===== src/utf8_stream_decoder_macros.svh =====
// Assertion macros for the UTF-8 stream decoder.
// Needs a clock named clk and an active-low reset named arst_n in scope.
`ifndef UTF8_STREAM_DECODER_MACROS_SVH
`define UTF8_STREAM_DECODER_MACROS_SVH

// Check an implication on every rising edge outside reset.
`define U8D_ASSERT(label, prop, msg) \
	label: assert property (@(posedge clk) disable iff (!arst_n) (prop)) \
		else $error(msg);

// Check a plain condition on every rising edge outside reset.
`define U8D_ASSERT_ALWAYS(label, cond, msg) \
	`U8D_ASSERT(label, 1'b1 |-> (cond), msg)

`endif


===== src/u8d_pkg.sv =====
// Types and constants of the UTF-8 stream decoder.
// No dependencies; used by utf8_stream_decoder.
package u8d_pkg;

	localparam int unsigned CpW = 21;

	localparam logic [CpW-1:0] ErrMark = 21'h00003F;

	typedef struct packed {
		logic [7:0] byte_in;
		logic       end_of_stream;
	} byte_item_t;

	typedef struct packed {
		logic [CpW-1:0] code_point;
		logic           is_error;
		logic           last_of_run;
	} char_item_t;

	typedef enum logic [2:0] {
		CLS_ASCII,
		CLS_CONT,
		CLS_LEAD2,
		CLS_LEAD3,
		CLS_LEAD4,
		CLS_BAD
	} byte_class_t;

	function automatic byte_class_t classify(input logic [7:0] b);
		byte_class_t c;
		priority if (b <= 8'h7F) c = CLS_ASCII;
		else if (b <= 8'hBF) c = CLS_CONT;
		else if (b <= 8'hDF) c = CLS_LEAD2;
		else if (b <= 8'hEF) c = CLS_LEAD3;
		else if (b <= 8'hF7) c = CLS_LEAD4;
		else c = CLS_BAD;
		return c;
	endfunction

endpackage


===== src/utf8_stream_decoder.sv =====
// UTF-8 stream decoder top level: input register, decode, two-slot result buffer.
// Depends on u8d_pkg and utf8_stream_decoder_macros.svh.
//
//   channel | direction | handshake                | payload
//   --------+-----------+--------------------------+----------------------------
//   byte    | in        | byte_valid / byte_stall  | byte_item (byte, end mark)
//   char    | out       | char_valid / char_stall  | char_item (code point,
//           |           |                          |   error, last of run)
//
// Flow: an item is decoded while it sits in the byte register and its results
// enter the result buffer once they fit there; the buffer head shows on the
// char channel. One item per cycle sustained while no stall holds the flow;
// an item that gives two results takes two slots and leaves them one by one.
// Reset: arst_n clears valids, the buffer count and the decode state at once.
// Stalls: char_stall holds the buffer; byte_stall rises while the registered
// item's results do not fit beside what the buffer still keeps.
`include "utf8_stream_decoder_macros.svh"

module utf8_stream_decoder (
	input  logic                clk,
	input  logic                arst_n,
	input  logic                byte_valid,
	output logic                byte_stall,
	input  u8d_pkg::byte_item_t byte_item,
	output logic                char_valid,
	input  logic                char_stall,
	output u8d_pkg::char_item_t char_item
);

	// Byte register.
	logic                valid_s1;
	u8d_pkg::byte_item_t item_s1;

	// Decode state.
	logic [1:0]                  pending_q;
	logic [u8d_pkg::CpW-1:0]     partial_q;

	// Result buffer: slot 0 is the head shown on the char channel.
	u8d_pkg::char_item_t slot_q [2];
	logic [1:0]          cnt_q;

	// Decode outputs.
	u8d_pkg::char_item_t     res [2];
	logic [1:0]              res_n;
	logic [1:0]              pending_d;
	logic [u8d_pkg::CpW-1:0] partial_d;
	logic [u8d_pkg::CpW-1:0] shifted;
	u8d_pkg::byte_class_t    cls;

	logic       pop;
	logic [1:0] base;
	logic       advance;
	logic       load;

	// ---------------------------------------------------------------
	// Decode the registered byte against the current state.
	// ---------------------------------------------------------------
	always_comb begin
		cls       = u8d_pkg::classify(item_s1.byte_in);
		shifted   = {partial_q[u8d_pkg::CpW-7:0], item_s1.byte_in[5:0]};
		res[0]    = '{code_point: u8d_pkg::ErrMark, is_error: 1'b1, last_of_run: 1'b0};
		res[1]    = '{code_point: u8d_pkg::ErrMark, is_error: 1'b1, last_of_run: 1'b0};
		res_n     = 2'd0;
		pending_d = pending_q;
		partial_d = partial_q;

		unique case (cls)
			u8d_pkg::CLS_ASCII: begin
				// An ASCII byte cuts a pending sequence short: mark it first.
				if (pending_q != 2'd0) begin
					res[1].code_point = {{(u8d_pkg::CpW-8){1'b0}}, item_s1.byte_in};
					res[1].is_error   = 1'b0;
					res_n             = 2'd2;
				end else begin
					res[0].code_point = {{(u8d_pkg::CpW-8){1'b0}}, item_s1.byte_in};
					res[0].is_error   = 1'b0;
					res_n             = 2'd1;
				end
				pending_d = 2'd0;
			end
			u8d_pkg::CLS_CONT: begin
				if (pending_q != 2'd0) begin
					partial_d = shifted;
					pending_d = pending_q - 2'd1;
					if (pending_q == 2'd1) begin
						res[0].code_point = shifted;
						res[0].is_error   = 1'b0;
						res_n             = 2'd1;
					end
				end else begin
					// Stray continuation byte.
					res_n = 2'd1;
				end
			end
			u8d_pkg::CLS_LEAD2: begin
				pending_d = 2'd1;
				partial_d = {{(u8d_pkg::CpW-5){1'b0}}, item_s1.byte_in[4:0]};
			end
			u8d_pkg::CLS_LEAD3: begin
				pending_d = 2'd2;
				partial_d = {{(u8d_pkg::CpW-4){1'b0}}, item_s1.byte_in[3:0]};
			end
			u8d_pkg::CLS_LEAD4: begin
				pending_d = 2'd3;
				partial_d = {{(u8d_pkg::CpW-3){1'b0}}, item_s1.byte_in[2:0]};
			end
			default: begin
				// Bytes that never occur in UTF-8.
				res_n     = 2'd1;
				pending_d = 2'd0;
			end
		endcase

		// End of stream: flag an unfinished sequence, then start fresh.
		if (item_s1.end_of_stream) begin
			if (pending_d != 2'd0) begin
				res_n = res_n + 2'd1;
			end
			pending_d = 2'd0;
			partial_d = '0;
		end

		if (res_n == 2'd2) begin
			res[1].last_of_run = 1'b1;
		end else begin
			res[0].last_of_run = 1'b1;
		end
	end

	// ---------------------------------------------------------------
	// Handshakes: advance the byte register only when its results fit.
	// ---------------------------------------------------------------
	assign char_valid = (cnt_q != 2'd0);
	assign char_item  = slot_q[0];
	assign pop        = char_valid && !char_stall;
	assign base       = cnt_q - {1'b0, pop};
	assign advance    = valid_s1 && ({1'b0, res_n} + {1'b0, base} <= 3'd2);
	assign byte_stall = valid_s1 && !advance;
	assign load       = byte_valid && !byte_stall;

	always_ff @(posedge clk or negedge arst_n) begin
		if (!arst_n) begin
			valid_s1 <= 1'b0;
		end else if (load) begin
			valid_s1 <= 1'b1;
		end else if (advance) begin
			valid_s1 <= 1'b0;
		end
	end

	always_ff @(posedge clk) begin
		if (load) begin
			item_s1 <= byte_item;
		end
	end

	always_ff @(posedge clk or negedge arst_n) begin
		if (!arst_n) begin
			pending_q <= 2'd0;
			partial_q <= '0;
		end else if (advance) begin
			pending_q <= pending_d;
			partial_q <= partial_d;
		end
	end

	// ---------------------------------------------------------------
	// Result buffer: shift the head out, append new results behind.
	// ---------------------------------------------------------------
	always_ff @(posedge clk or negedge arst_n) begin
		if (!arst_n) begin
			cnt_q <= 2'd0;
		end else begin
			cnt_q <= base + (advance ? res_n : 2'd0);
		end
	end

	always_ff @(posedge clk) begin
		// A new head from decode wins over the shifted one.
		if (advance && base == 2'd0 && res_n != 2'd0) begin
			slot_q[0] <= res[0];
		end else if (pop) begin
			slot_q[0] <= slot_q[1];
		end
		if (advance && base == 2'd0 && res_n == 2'd2) begin
			slot_q[1] <= res[1];
		end else if (advance && base == 2'd1 && res_n == 2'd1) begin
			slot_q[1] <= res[0];
		end
	end

	// ---------------------------------------------------------------
	// Assertions
	// ---------------------------------------------------------------
	`U8D_ASSERT_ALWAYS(a_cnt_bound, cnt_q != 2'd3, "result buffer count beyond two")
	`U8D_ASSERT(a_stall_needs_item, byte_stall |-> valid_s1 && (res_n != 2'd0),
		"byte stall without a pending result-giving item")
	`U8D_ASSERT(a_eos_clears, advance && item_s1.end_of_stream |=>
		pending_q == 2'd0 && partial_q == '0, "state not cleared after end of stream")
	`U8D_ASSERT(a_head_has_last, char_valid && cnt_q == 2'd1 |-> slot_q[0].last_of_run,
		"lone buffered result lacks last of run")

endmodule


===== config.mk =====
export PLATFORM = sky130hd
export DESIGN_NAME = utf8_stream_decoder
export DESIGN_NICKNAME = d
export VERILOG_FILES = /design/src/u8d_pkg.sv /design/src/utf8_stream_decoder.sv
export VERILOG_INCLUDE_DIRS = /design/src /design/src/src
export SDC_FILE = /design/constraint.sdc
export NUM_CORES = 1
export LEC_CHECK = 0
export BUFFER_PORTS_ARGS = -buffer_cell sky130_fd_sc_hd__buf_2
export CAP_MARGIN = 20
export CORE_ASPECT_RATIO = 0.6
export CORE_MARGIN = 5
export CORE_UTILIZATION = 30
export CTS_CLUSTER_DIAMETER = 50
export DETAILED_ROUTE_END_ITERATION = 16
export HOLD_SLACK_MARGIN = 0.08
export PLACE_DENSITY_LB_ADDON = 0.3
export SYNTH_ARGS = -nofsm -noshare
export SYNTH_HDL_FRONTEND = slang
export SYNTH_SLANG_ARGS = --single-unit

===== constraint.sdc =====
create_clock -name clk -period 6.6 [get_ports clk]
set_clock_uncertainty 0.2 [all_clocks]
set_input_delay 0.66 -clock clk [delete_from_list [all_inputs] [get_ports clk]]
set_output_delay 0.66 -clock clk [all_outputs]
set_load 0.1 [all_outputs]

==> reports/qor.csv <==
metric;value;unit
outcome;completed;
cp_cell_sequence;o21bai_1 -> inv_1 -> ha_1 -> inv_1 -> ha_1 -> inv_1 -> fa_1 -> or2b_2 -> nand2_1 -> nand2_1 -> inv_1 -> buf_2;
crit_path_end_kind;output pin;
htreeDepth;3;
ys_seq_area_share;64.7;%
syn_inst;222;
crit_type;flop to output pin;
netlist_area;3320;sq um
drt_pass1_iterations;4;
num_io_pins;38;
cts_hold_buf;0;
postCtsSetupBuffers;0;
viasPerCell;4.70;
yosys_register_bits;75;
setup_violations;0;
worstPathRequired;5.74;ns
grt_pass1_wl;11100;um
drive_gt1_share;29.3;%
path_max_fanout;5;
grt_usage;11.0;%
place_congestion;0.757;
maxSlewHeadroom;29.9;%
die_y;91.5;um
cts_made_buffers;9;
cpPeakStageDelay;0.45;ns
tightest_slew;1.05;ns
path_clk_slew;0.06;ns
drtIter0Drc;130;
clock_path_buffers;2;
cts_tree;done;
cts_root_buffer;clkbuf_16;
postCtsResizedCells;0;
start_kind;flop;
vias;1924;
finalCriticalPeriod;4.28;ns
grt_overflow;0;
drc_errors;0;
hold_viol_final;0;
area_delta_synth_final;18.7;%
avgSynthCellArea;15.0;sq um
crit_arrival;3.42;ns
slowest_stage;dfrtp_1;
core_area;10700;sq um
finalCritPeriodShare;64.8;%
die_w;146;um
finalSetupTns;0;ns
cpMostUsedCell;inv_1;
yosysWarnings;0;
worst-path-buf-inv;5;
grt_max_degree;24;
synth_nets;239;
grt_pass1_vias;1968;
crit_family;adder cells;
antenna_left;0;
dp_hpwl;4840;um
max_freq;0.234;GHz
nets;282;
antenna_found_initial;0;
port_buffers;37;
clkSinkCount;75;
clkLatencyLatePin;0.34;ns
cap_violations;0;
rsz0062_at_grt;no;
wl;6760;um
min_path_type;input pin to async pin;
antenna_cells;0;
wl_per_cell;16.5;um
dieArea;13400;sq um
slew_violations;0;
start_util;31.1;%
synth_cell_types;47;
num-fill-cells;1035;
rows;29;
-- worst paths after layout --
| kind | startpoint | endpoint | slack (ns) | cells past startpoint |
|---|---|---|---|---|
| setup reg to reg | cnt_q[1] | slot_q[0][1] | 2.64 | 11 |
| min in group clk | byte_item[0] | item_s1[0] | 0.30 | 1 |
| max in group asynchronous | arst_n | partial_q[6] | 5.79 | 1 |
| hold / removal | arst_n | cnt_q[1] | 0.07 | 1 |
| setup / recovery | cnt_q[1] | byte_stall | 2.32 | 12 |
| hold reg to reg | partial_q[0] | partial_q[6] | 0.33 | 1 |
-- area by class of cell --
type	count	area, sq um	area share [%]
clock inverters	7	67.6	1.71
well taps	139	174	4.41
clock buffers	9	225	5.71
repair buffers	40	215	5.45
flip-flops and latches	75	2150	54.5
multi-input cells	123	1050	26.7
inverters	16	60.1	1.52
-- cells in the final DEF, fill, tap and decap left out, types with 2 or more instances in the layout --
| cell type | Yosys | final |
|---|---|---|
| inv_1 | 16 | 16 |
| dfrtp_1 | 20 | 20 |
| nand2b_1 | 3 | 3 |
| buf_2 | 2 | 37 |
| and3_1 | 2 | 2 |
| mux2i_1 | 7 | 7 |
| clkinv_1 | 0 | 2 |
| o21ai_0 | 4 | 3 |
| a22o_1 | 28 | 28 |
| a21oi_1 | 8 | 8 |
| buf_4 | 4 | 2 |
| mux2_2 | 3 | 3 |
| o31ai_1 | 2 | 2 |
| or2_2 | 7 | 7 |
| or3_1 | 2 | 2 |
| ha_1 | 3 | 3 |
| nand2_1 | 6 | 6 |
| nor2_1 | 4 | 4 |
| clkbuf_16 | 0 | 9 |
| edfxtp_1 | 55 | 55 |
| o21bai_1 | 2 | 2 |
| nor3b_1 | 2 | 2 |
| and2_1 | 15 | 15 |
-- sequential cells by signal, summed over array words and instances, names as in the netlist --
signal	cells
valid_s1	1
slot_q	46
partial_q	15
cnt_q	2
item_s1	9
pending_q	2
-- cells by family after synthesis --
family | after synthesis | synth area share, %
flops | 75 | 64.7
compound gates | 54 | 14.0
simple gates | 53 | 11.2
buf+inv | 24 | 3.69
mux | 10 | 3.12
fa+ha+maj | 4 | 1.73
xor+xnor | 2 | 1.51
-- metrics by stage --
| step | instance area [sq um] | instances | utilization (%) | setup slack (ns) | hold WS [ns] |
|---|---|---|---|---|---|
| 2_1_floorplan | 3320 | 222 | - | 1.96 | 0.164 |
| 3_3_place_gp | 3630 | 391 | 33.9 | 2.52 | 0.321 |
| 5_1_grt | 3950 | 409 | 36.9 | 2.08 | 0.110 |
| 4_1_cts | 3940 | 408 | 36.8 | 2.32 | 0.0857 |
| 6_report | 3950 | 409 | 36.9 | 2.32 | 0.0700 |
| 3_5_place_dp | 3650 | 392 | 34.1 | 2.46 | 0.324 |
-- synth_stat cells, drive strengths merged --
library cell  count  area share, %
or3b              1           0.26
ha                3            1.1
and3              2           0.38
xnor2             1           0.83
o21a              1           0.26
nor4              2           0.83
nand2             6           0.68
inv              16            1.8
edfxtp           55             50
or3               2           0.38
o21ai             4           0.60
nor2b             1           0.19
or2               7            1.3
a22o             28            7.4
nand4bb           1           0.83
o31a              2           0.56
a21oi             8            1.2
nand2b            3           0.56
o22ai             1           0.19
a21o              1           0.23
fa                1           0.60
mux2              3            1.0
and2             15            2.8
nor3              2           0.45
and4              1           0.26
o21bai            3            1.0
mux2i             7            2.1
nand3             2           0.45
xnor3             1           0.68
o31ai             4            1.5
nand4             1           0.64
or2b              1           0.26
o311ai            1           0.79
nor3b             2           0.45
nor2              4           0.45
a32o              1           0.30
buf               8            1.9
dfrtp            20             15
-- metal layers --
metal,global-route usage (%),part of all wire [%],up-vias
met5,0,0,-
met4,2.84,0.50,0
li1,-,-,930
met1,16.5,55,943
met3,4.98,6.1,6
met2,14.0,38,45
-- worst reg2reg max path, delay by kind of cell (launching register included) --
family	cells	cell delay (ns)
adder cells (fa/ha/maj)	3	1.03
AO/OA/AOI/OAI	2	0.80
AND/OR/NAND/NOR	2	0.52
flip-flops	1	0.45
multiplexers	1	0.40
buffers and inverters	3	0.29
Power is not shown: default switching activity piles up to over one toggle a cycle in this logic, so the estimate is an artifact.
